==> src/sv/smt_pkg.sv <==
// ============================================================================
// smt_pkg
// Shared types and constants of the sorted multiset table.
// ============================================================================
`default_nettype none

package smt_pkg;

  // Field widths of the request and result transfers.
  localparam int unsigned VALUE_W    = 32;
  localparam int unsigned COUNT_W    = 16;
  localparam int unsigned DISTINCT_W = 5;
  localparam int unsigned TOTAL_W    = 20;

  // Configuration port geometry.
  localparam int unsigned PADDR_W = 3;
  localparam int unsigned PDATA_W = 32;

  // Register index of filter_limit (bit 2 of the byte address).
  localparam logic REG_FILTER_LIMIT = 1'b0;

  // Reset value of filter_limit.
  localparam logic [PDATA_W-1:0] FILTER_LIMIT_RST = 32'd10;

  // Largest occurrence count an entry can hold.
  localparam logic [COUNT_W-1:0] COUNT_MAX = '1;

  // Request codes.
  typedef enum logic [1:0] {
    REQ_ADD    = 2'd0,
    REQ_REMOVE = 2'd1,
    REQ_QUERY  = 2'd2,
    REQ_FILTER = 2'd3
  } smt_req_t;

  // Result status codes.
  typedef enum logic [1:0] {
    STS_OK        = 2'd0,
    STS_NOT_FOUND = 2'd1,
    STS_FULL      = 2'd2,
    STS_SATURATED = 2'd3
  } smt_status_t;

  // Request transfer.
  typedef struct packed {
    logic [1:0]                req_type;
    logic signed [VALUE_W-1:0] value;
  } smt_in_t;

  // Result transfer.
  typedef struct packed {
    logic [1:0]            status;
    logic                  found;
    logic [COUNT_W-1:0]    occurrences;
    logic [DISTINCT_W-1:0] distinct;
    logic [TOTAL_W-1:0]    total;
    logic                  empty_res;
  } smt_out_t;

  // One table entry as kept in the memory.
  typedef struct packed {
    logic signed [VALUE_W-1:0] value;
    logic [COUNT_W-1:0]        count;
  } smt_entry_t;

  // Sequencer states.
  typedef enum logic [2:0] {
    S_IDLE,
    S_SCAN,
    S_EXEC,
    S_SHIFT_UP,
    S_INS,
    S_SHIFT_DN,
    S_FIN
  } smt_state_t;

endpackage

`default_nettype wire

==> src/sv/smt_cfg.sv <==
// ============================================================================
// smt_cfg
// APB-style register slave holding the filter_limit register.
// ============================================================================
`default_nettype none

module smt_cfg
  import smt_pkg::*;
(
  input  wire logic               clk,
  input  wire logic               rst_n,
  input  wire logic               psel,
  input  wire logic               penable,
  input  wire logic               pwrite,
  input  wire logic [PADDR_W-1:0] paddr,
  input  wire logic [PDATA_W-1:0] pwdata,
  output logic      [PDATA_W-1:0] prdata,
  output logic                    pready,
  output logic      [PDATA_W-1:0] filter_limit
);

  logic [PDATA_W-1:0] limit_r;
  logic [PDATA_W-1:0] limit_nxt;
  logic               wr_xfer;

  // The slave never inserts wait states.
  assign pready  = 1'b1;
  assign wr_xfer = psel && penable && pwrite;

  // Register write decode; the low two address bits are ignored.
  always_comb begin
    limit_nxt = limit_r;
    if (wr_xfer && (paddr[2] == REG_FILTER_LIMIT)) begin
      limit_nxt = pwdata;
    end
  end

  always_ff @(posedge clk) begin
    if (!rst_n) begin
      limit_r <= FILTER_LIMIT_RST;
    end else begin
      limit_r <= limit_nxt;
    end
  end

  // Read data mux.
  assign prdata       = (paddr[2] == REG_FILTER_LIMIT) ? limit_r : '0;
  assign filter_limit = limit_r;

endmodule

`default_nettype wire

==> src/sv/sorted_multiset_table_top.sv <==
// ============================================================================
// sorted_multiset_table_top
// Sorted bag of signed values with occurrence counts, kept in one memory.
// ============================================================================
//
//   Channel   Ports                        Carries
//   --------  ---------------------------  ------------------------------------
//   request   in_valid, in_ready, in_data  req_type, value
//   result    out_valid, out_ready,        status, found, occurrences,
//             out_data                     distinct, total, empty_res
//   config    psel, penable, pwrite,       filter_limit at byte address 0
//             paddr, pwdata, prdata, pready
//
// A request scans the stored entries one per cycle, up to the stored count,
// and an insert or delete then shifts entries one per cycle, an insert
// placing its new entry last. The single read port of the entry memory sets
// this pace. Reset is synchronous; the table comes up empty and the memory
// needs no clearing. A request can be taken while a result still waits in
// the output register; the sequencer holds in its final state until that
// register is free.
// ============================================================================
`default_nettype none

module sorted_multiset_table_top
  import smt_pkg::*;
#(
  parameter int unsigned CAPACITY = 16
) (
  input  wire logic               clk,
  input  wire logic               rst_n,
  input  wire logic               in_valid,
  output logic                    in_ready,
  input  wire smt_in_t            in_data,
  output logic                    out_valid,
  input  wire logic               out_ready,
  output smt_out_t                out_data,
  input  wire logic               psel,
  input  wire logic               penable,
  input  wire logic               pwrite,
  input  wire logic [PADDR_W-1:0] paddr,
  input  wire logic [PDATA_W-1:0] pwdata,
  output logic      [PDATA_W-1:0] prdata,
  output logic                    pready
);

  localparam int unsigned AW = $clog2(CAPACITY);
  localparam int unsigned CW = $clog2(CAPACITY + 1);

  // Configuration register.
  logic [PDATA_W-1:0] filter_limit;

  smt_cfg u_cfg (
    .clk          (clk),
    .rst_n        (rst_n),
    .psel         (psel),
    .penable      (penable),
    .pwrite       (pwrite),
    .paddr        (paddr),
    .pwdata       (pwdata),
    .prdata       (prdata),
    .pready       (pready),
    .filter_limit (filter_limit)
  );

  // Entry memory: one write port and one registered read port.
  smt_entry_t mem [CAPACITY];
  logic [AW-1:0] rd_addr;
  smt_entry_t    rd_data_r;
  logic          mem_we;
  logic [AW-1:0] mem_wa;
  smt_entry_t    mem_wd;

  always_ff @(posedge clk) begin
    rd_data_r <= mem[rd_addr];
    if (mem_we) begin
      mem[mem_wa] <= mem_wd;
    end
  end

  // Control and table state.
  smt_state_t                state_r,  state_nxt;
  logic [CW-1:0]             dc_r,     dc_nxt;
  logic [TOTAL_W-1:0]        total_r,  total_nxt;
  logic                      out_valid_r, out_valid_nxt;

  // Per-request working registers.
  logic [1:0]                req_r,    req_nxt;
  logic signed [VALUE_W-1:0] val_r,    val_nxt;
  logic [AW-1:0]             idx_r,    idx_nxt;
  logic [CW-1:0]             pos_r,    pos_nxt;
  logic                      hit_r,    hit_nxt;
  logic [COUNT_W-1:0]        cnt_r,    cnt_nxt;
  logic [CW-1:0]             keep_r,   keep_nxt;
  logic [TOTAL_W-1:0]        sum_r,    sum_nxt;
  logic [1:0]                rsts_r,   rsts_nxt;
  logic                      rfound_r, rfound_nxt;
  logic [COUNT_W-1:0]        rocc_r,   rocc_nxt;
  smt_out_t                  out_data_r, out_data_nxt;

  logic in_xfer;
  logic scan_last;

  assign in_ready  = (state_r == S_IDLE);
  assign in_xfer   = in_valid && in_ready;
  assign scan_last = (CW'(idx_r) == CW'(dc_r - 1'b1));

  // Sequencer: scan, decide, shift, place, report.
  always_comb begin
    state_nxt     = state_r;
    dc_nxt        = dc_r;
    total_nxt     = total_r;
    req_nxt       = req_r;
    val_nxt       = val_r;
    idx_nxt       = idx_r;
    pos_nxt       = pos_r;
    hit_nxt       = hit_r;
    cnt_nxt       = cnt_r;
    keep_nxt      = keep_r;
    sum_nxt       = sum_r;
    rsts_nxt      = rsts_r;
    rfound_nxt    = rfound_r;
    rocc_nxt      = rocc_r;
    out_data_nxt  = out_data_r;
    out_valid_nxt = out_valid_r && !out_ready;
    rd_addr       = idx_r;
    mem_we        = 1'b0;
    mem_wa        = idx_r;
    mem_wd        = rd_data_r;

    unique case (state_r)
      S_IDLE: begin
        rd_addr = '0;
        if (in_xfer) begin
          req_nxt  = in_data.req_type;
          val_nxt  = in_data.value;
          idx_nxt  = '0;
          pos_nxt  = '0;
          hit_nxt  = 1'b0;
          cnt_nxt  = '0;
          keep_nxt = '0;
          sum_nxt  = '0;
          state_nxt = (dc_r == '0) ? S_EXEC : S_SCAN;
        end
      end

      // One entry compared per cycle while the next one is read.
      S_SCAN: begin
        rd_addr = idx_r + 1'b1;
        if (req_r == REQ_FILTER) begin
          if ($signed(rd_data_r.value) <= $signed(filter_limit)) begin
            keep_nxt = keep_r + 1'b1;
          end else begin
            sum_nxt = sum_r + TOTAL_W'(rd_data_r.count);
          end
          if (scan_last) begin
            state_nxt = S_EXEC;
          end else begin
            idx_nxt = idx_r + 1'b1;
          end
        end else if ($signed(rd_data_r.value) >= val_r) begin
          pos_nxt   = CW'(idx_r);
          hit_nxt   = (rd_data_r.value == val_r);
          cnt_nxt   = rd_data_r.count;
          state_nxt = S_EXEC;
        end else if (scan_last) begin
          pos_nxt   = dc_r;
          state_nxt = S_EXEC;
        end else begin
          idx_nxt = idx_r + 1'b1;
        end
      end

      // Apply the request to the located entry.
      S_EXEC: begin
        rsts_nxt   = STS_OK;
        rfound_nxt = 1'b0;
        rocc_nxt   = '0;
        state_nxt  = S_FIN;
        mem_wa     = pos_r[AW-1:0];
        mem_wd.value = val_r;
        case (req_r)
          REQ_ADD: begin
            if (hit_r) begin
              rfound_nxt = 1'b1;
              if (cnt_r == COUNT_MAX) begin
                rsts_nxt = STS_SATURATED;
                rocc_nxt = COUNT_MAX;
              end else begin
                mem_we       = 1'b1;
                mem_wd.count = cnt_r + 1'b1;
                total_nxt    = total_r + 1'b1;
                rocc_nxt     = cnt_r + 1'b1;
              end
            end else if (dc_r == CW'(CAPACITY)) begin
              rsts_nxt = STS_FULL;
            end else begin
              rocc_nxt  = COUNT_W'(1);
              total_nxt = total_r + 1'b1;
              if (pos_r == dc_r) begin
                mem_we       = 1'b1;
                mem_wd.count = COUNT_W'(1);
                dc_nxt       = dc_r + 1'b1;
              end else begin
                rd_addr   = AW'(dc_r - 1'b1);
                idx_nxt   = AW'(dc_r - 1'b1);
                state_nxt = S_SHIFT_UP;
              end
            end
          end
          REQ_REMOVE: begin
            if (!hit_r) begin
              rsts_nxt = STS_NOT_FOUND;
            end else begin
              rfound_nxt = 1'b1;
              rocc_nxt   = cnt_r - 1'b1;
              total_nxt  = total_r - 1'b1;
              if (cnt_r != COUNT_W'(1)) begin
                mem_we       = 1'b1;
                mem_wd.count = cnt_r - 1'b1;
              end else if (pos_r == CW'(dc_r - 1'b1)) begin
                dc_nxt = dc_r - 1'b1;
              end else begin
                rd_addr   = AW'(pos_r + 1'b1);
                idx_nxt   = AW'(pos_r + 1'b1);
                state_nxt = S_SHIFT_DN;
              end
            end
          end
          REQ_QUERY: begin
            if (hit_r) begin
              rfound_nxt = 1'b1;
              rocc_nxt   = cnt_r;
            end else begin
              rsts_nxt = STS_NOT_FOUND;
            end
          end
          default: begin
            // Filter: the kept entries form a prefix of the sorted table.
            dc_nxt    = keep_r;
            total_nxt = total_r - sum_r;
          end
        endcase
      end

      // Move entries one place up, from the top down to the insert point.
      S_SHIFT_UP: begin
        mem_we = 1'b1;
        mem_wa = idx_r + 1'b1;
        if (CW'(idx_r) == pos_r) begin
          state_nxt = S_INS;
        end else begin
          rd_addr = idx_r - 1'b1;
          idx_nxt = idx_r - 1'b1;
        end
      end

      // Place the new entry in the freed slot.
      S_INS: begin
        mem_we       = 1'b1;
        mem_wa       = pos_r[AW-1:0];
        mem_wd.value = val_r;
        mem_wd.count = COUNT_W'(1);
        dc_nxt       = dc_r + 1'b1;
        state_nxt    = S_FIN;
      end

      // Move entries one place down over the deleted one.
      S_SHIFT_DN: begin
        mem_we = 1'b1;
        mem_wa = idx_r - 1'b1;
        if (scan_last) begin
          dc_nxt    = dc_r - 1'b1;
          state_nxt = S_FIN;
        end else begin
          rd_addr = idx_r + 1'b1;
          idx_nxt = idx_r + 1'b1;
        end
      end

      // Hand the result to the output register once it is free.
      S_FIN: begin
        if (!out_valid_r || out_ready) begin
          out_data_nxt.status      = rsts_r;
          out_data_nxt.found       = rfound_r;
          out_data_nxt.occurrences = rocc_r;
          out_data_nxt.distinct    = DISTINCT_W'(dc_r);
          out_data_nxt.total       = total_r;
          out_data_nxt.empty_res   = (dc_r == '0);
          out_valid_nxt            = 1'b1;
          state_nxt                = S_IDLE;
        end
      end

      default: begin
        state_nxt = S_IDLE;
      end
    endcase
  end

  // State register.
  always_ff @(posedge clk) begin
    if (!rst_n) begin
      state_r <= S_IDLE;
    end else begin
      state_r <= state_nxt;
    end
  end

  // Table totals and output handshake.
  always_ff @(posedge clk) begin
    if (!rst_n) begin
      dc_r        <= '0;
      total_r     <= '0;
      out_valid_r <= 1'b0;
    end else begin
      dc_r        <= dc_nxt;
      total_r     <= total_nxt;
      out_valid_r <= out_valid_nxt;
    end
  end

  // Working and payload registers.
  always_ff @(posedge clk) begin
    req_r      <= req_nxt;
    val_r      <= val_nxt;
    idx_r      <= idx_nxt;
    pos_r      <= pos_nxt;
    hit_r      <= hit_nxt;
    cnt_r      <= cnt_nxt;
    keep_r     <= keep_nxt;
    sum_r      <= sum_nxt;
    rsts_r     <= rsts_nxt;
    rfound_r   <= rfound_nxt;
    rocc_r     <= rocc_nxt;
    out_data_r <= out_data_nxt;
  end

  assign out_valid = out_valid_r;
  assign out_data  = out_data_r;

  // The table never holds more entries than it has slots.
  a_dc_bound: assert property (@(posedge clk) disable iff (!rst_n)
    dc_r <= CW'(CAPACITY))
    else $error("distinct count exceeds capacity");

  // An empty table carries no occurrences.
  a_empty_total: assert property (@(posedge clk) disable iff (!rst_n)
    (dc_r == '0) |-> (total_r == '0))
    else $error("empty table with nonzero total");

  // Shifting up only happens with a free slot at the top.
  a_shift_room: assert property (@(posedge clk) disable iff (!rst_n)
    (state_r == S_SHIFT_UP) |-> (dc_r < CW'(CAPACITY)))
    else $error("insert shift on a full table");

  // The memory is written only by the modifying states.
  a_write_state: assert property (@(posedge clk) disable iff (!rst_n)
    mem_we |-> (state_r == S_EXEC || state_r == S_SHIFT_UP ||
                state_r == S_INS || state_r == S_SHIFT_DN))
    else $error("memory write outside a modifying state");

  // A filter never grows the table.
  a_filter_keep: assert property (@(posedge clk) disable iff (!rst_n)
    (state_r == S_EXEC && req_r == REQ_FILTER) |-> (keep_r <= dc_r))
    else $error("filter keeps more entries than stored");

endmodule

`default_nettype wire

==> config.mk <==
export PLATFORM = sky130hd
export DESIGN_NAME = sorted_multiset_table_top
export DESIGN_NICKNAME = d
export VERILOG_FILES = /design/src/sv/smt_pkg.sv /design/src/sv/smt_cfg.sv /design/src/sv/sorted_multiset_table_top.sv
export SDC_FILE = /design/constraint.sdc
export NUM_CORES = 2
export LEC_CHECK = 0
export BUFFER_PORTS_ARGS = -buffer_cell sky130_fd_sc_hd__buf_2
export CAP_MARGIN = 5
export CORE_ASPECT_RATIO = 1.25
export CORE_MARGIN = 2
export CORE_UTILIZATION = 39
export CTS_BUF_LIST = sky130_fd_sc_hd__clkbuf_16
export DETAILED_ROUTE_END_ITERATION = 8
export PLACE_DENSITY = 0.54
export SKIP_CTS_REPAIR_TIMING = 1
export SYNTH_ARGS = -nofsm -noshare
export SYNTH_HDL_FRONTEND = slang
export SYNTH_SLANG_ARGS = --single-unit
==> constraint.sdc <==
create_clock -name clk -period 7.56 [get_ports clk]
set_input_delay 1.512 -clock clk [delete_from_list [all_inputs] [get_ports clk]]
set_output_delay 1.512 -clock clk [all_outputs]
set_load 0.02 [all_outputs]
==> metrics.cfg <==
[clock_network]
clock_tree.htree_level_count=3
cts_sinks=1026
cts_tree=built
max-clock-path-buffers=3
cts-buffers-inserted=105
clk_latency_ns=0.70
clk_pin_slew_ns=0.06
cts-root-buf=sky130_fd_sc_hd__clkbuf_16

[sta]
setup-tns-final_ns=0
report.final.setup_viol=0
report.final.slew_viol_count=0
finalWorstPathRequiredPeriod_ns=5.504
hold_viol_final=0
worstMarginPinSlew_ns=1.266
final.hold.worst_slack_ns=0.4163
unrepaired_setup_endpoints_after_global_routing=false
fmax_mhz=181.7
fin_skew_ns=0.02541
max_slew_margin_pct=15.57
final.period_utilization_pct=72.81

[synthesis]
post_synth.cell_area_avg_um2=13.30
syn-instance-count=3372
yosysSeqAreaShare_pct=66.27
synthesis.nets=3563
yosysUniqueCellTypes=84
synth_area_um2=44840
synth_enable_flop_cells=917
synth_async_sr_flop_share_pct=0
synth_warnings=0
postSynth.topFlopCell=sky130_fd_sc_hd__edfxtp_1
synth-seq-cells=1026

[detailed_routing]
vias_per_cell=5.578
drt_first_pass_iters=5
drt_drc_violations_left=0
ant_nets=0
detail_route.wl_per_cell_um=23.61
routed_wirelength_um=119300
drtIter0Drc=2121
via_count=28190

[min_path]
worst_hold_path_type=flop to flop

[pwr]
peakVddDrop_mv=0.3658
powerDensity_nw_per_um2=450.6
power_mw=22.83
power_leakage_nw=17.39

[floorplanning]
start_util_pct=39.18
die-width_um=307.3
core_rows=139
die_area_um2=117700
core_area_um2=114400
io_pins=156
dieHeight_um=383.1

[cells_and_area]
nets=3673
fillCellCount=10340
area_growth_syn_to_layout_pct=13.00
post_route_cells_drive_above_1_share_pct=13.27

[global_route]
grt_remaining_overflow=0
antenna_found_initial=1
grt_start_max_net_pins=104
grt_pass1_wl_um=177500
gr-usage-all-layers_pct=20.01
number_of_global_route_vias_before_repair=27540

[setup_path]
critPathArrivalTime_ns=5.81
timing_worst_setup_path_type=flop to flop
start_kind=flop
critical_path_required_ns=7.87
worstPathMaxFanout=17
crit_path_end_kind=flop

[place]
place.port_buffers=152
dp_hpwl_um=67970
place.gp.congestion=0.8827

[flow_run]
cap_viol_max_count=0

[run_status]
status=completed

metal layers:
layer	GRT usage, %	part of all wire [%]	vias up	wire, um
met5	0	0	-	0
met4	6.360	2.6	0	3141
met3	2.336	4.9	170	5795
met2	34.47	50	799	59240
met1	26.32	43	14140	51110
li1	-	-	13080	-
placed cells by master (no fill, tap or decap), types with 108 or more instances in the layout:
master and count:
sky130_fd_sc_hd__nor2_1 140, sky130_fd_sc_hd__mux2i_1 200, sky130_fd_sc_hd__dfxtp_1 109, sky130_fd_sc_hd__inv_1 133
sky130_fd_sc_hd__a221oi_1 199, sky130_fd_sc_hd__a21oi_1 274, sky130_fd_sc_hd__buf_2 152, sky130_fd_sc_hd__ha_1 113
sky130_fd_sc_hd__nand2_1 396, sky130_fd_sc_hd__edfxtp_1 917, sky130_fd_sc_hd__clkbuf_16 108
power by group:
group	internal, mW	switching, mW	leakage, nW
logic	3.08	6.07	6.39
clock network	2.86	2.17	1.73
registers	8.02	0.640	9.26
worst paths after layout:
path / startpoint / endpoint / slack (ns) / depth (start not counted)
worst min-delay path: rocc_r[9] / out_data[35] / 0.42 / 0
worst min register to register: rocc_r[9] / out_data[35] / 0.42 / 0
worst max register to register: val_r[30] / cnt_r[13] / 2.06 / 12
worst max-delay path: val_r[30] / cnt_r[13] / 2.06 / 12
cell type report:
| cell class | instances | area, um^2 | area share, % |
|---|---|---|---|
| clock buffers | 108 | 2703 | 5.334 |
| well taps | 1480 | 1852 | 3.655 |
| clock inverters | 89 | 643.1 | 1.269 |
| flip-flops and latches | 1026 | 29720 | 58.65 |
| multi-input cells | 2024 | 13860 | 27.36 |
| repair buffers | 216 | 1479 | 2.919 |
| inverters | 109 | 409.1 | 0.8075 |
| diodes | 1 | 2.502 | 0.004939 |
cell usage after synthesis (25+ instances only):
cell type	count	area share, %
sky130_fd_sc_hd__or4_1	48	0.80
sky130_fd_sc_hd__buf_2	50	0.56
sky130_fd_sc_hd__xor2_1	40	0.78
sky130_fd_sc_hd__mux2i_1	200	4.5
sky130_fd_sc_hd__a21oi_1	274	3.1
sky130_fd_sc_hd__inv_1	109	0.91
sky130_fd_sc_hd__nand3_1	33	0.37
sky130_fd_sc_hd__clkbuf_1	117	0.98
sky130_fd_sc_hd__a221oi_1	199	3.9
sky130_fd_sc_hd__buf_4	25	0.42
sky130_fd_sc_hd__edfxtp_1	917	61
sky130_fd_sc_hd__nor3_1	25	0.28
sky130_fd_sc_hd__a21boi_0	43	0.72
sky130_fd_sc_hd__nand2_1	397	3.3
sky130_fd_sc_hd__nor2_1	150	1.3
sky130_fd_sc_hd__ha_1	113	3.2
sky130_fd_sc_hd__o21ai_0	81	0.90
sky130_fd_sc_hd__dfxtp_1	109	4.9
sky130_fd_sc_hd__mux2_2	32	0.80
sky130_fd_sc_hd__and2_1	30	0.42
sky130_fd_sc_hd__a21oi_2	30	0.59
sky130_fd_sc_hd__xnor2_1	33	0.64
stage by stage:
| stage | instance area, um^2 | utilization, % | setup slack [ns] | std cells |
|---|---|---|---|---|
| after floorplan | 44840 | - | 1.327 | 3372 |
| after global placement | 47320 | 41.35 | 2.069 | 4855 |
| after detailed placement | 47320 | 41.35 | 2.071 | 4855 |
| after CTS | 50670 | 44.28 | 2.006 | 5052 |
| after global routing | 50670 | 44.28 | 1.821 | 5052 |
| final | 50670 | 44.28 | 2.056 | 5053 |
worst max-delay path, stage by stage (launching register included):
cell	delay [ns]
sky130_fd_sc_hd__edfxtp_1	0.47
sky130_fd_sc_hd__inv_1	0.07
sky130_fd_sc_hd__ha_1	0.27
sky130_fd_sc_hd__nand2_1	0.10
sky130_fd_sc_hd__or3_1	0.45
sky130_fd_sc_hd__nor4_1	0.61
sky130_fd_sc_hd__nand2_1	0.30
sky130_fd_sc_hd__or3_1	0.43
sky130_fd_sc_hd__o21bai_1	0.32
sky130_fd_sc_hd__and4b_1	0.31
sky130_fd_sc_hd__o21ai_1	0.92
sky130_fd_sc_hd__nand2_1	0.17
sky130_fd_sc_hd__nand2_1	0.65
registers in the layout, summed over array words and instances, names as in the netlist, 16 cells and up:
signal              count
cnt_r                  16
mem                   768
out_data               45
rd_data_r              48
rocc_r                 16
sum_r                  20
total_r                20
u_cfg.filter_limit     32
val_r                  32
kinds of logic (layout without fill, tap and decap cells):
family | Yosys count | in the layout | share of synthesized area (%)
AO/OA/AOI/OAI | 798 | 798 | 12.20
XOR/XNOR | 74 | 74 | 1.476
adder cells (fa/ha/maj) | 115 | 115 | 3.242
buffers and inverters | 322 | 522 | 3.228
flip-flops | 1026 | 1026 | 66.27
multiplexers | 232 | 232 | 5.268
other | 1 | 2 | 0.008363
AND/OR/NAND/NOR | 804 | 804 | 8.301
Power figures use the tool's default switching activity.
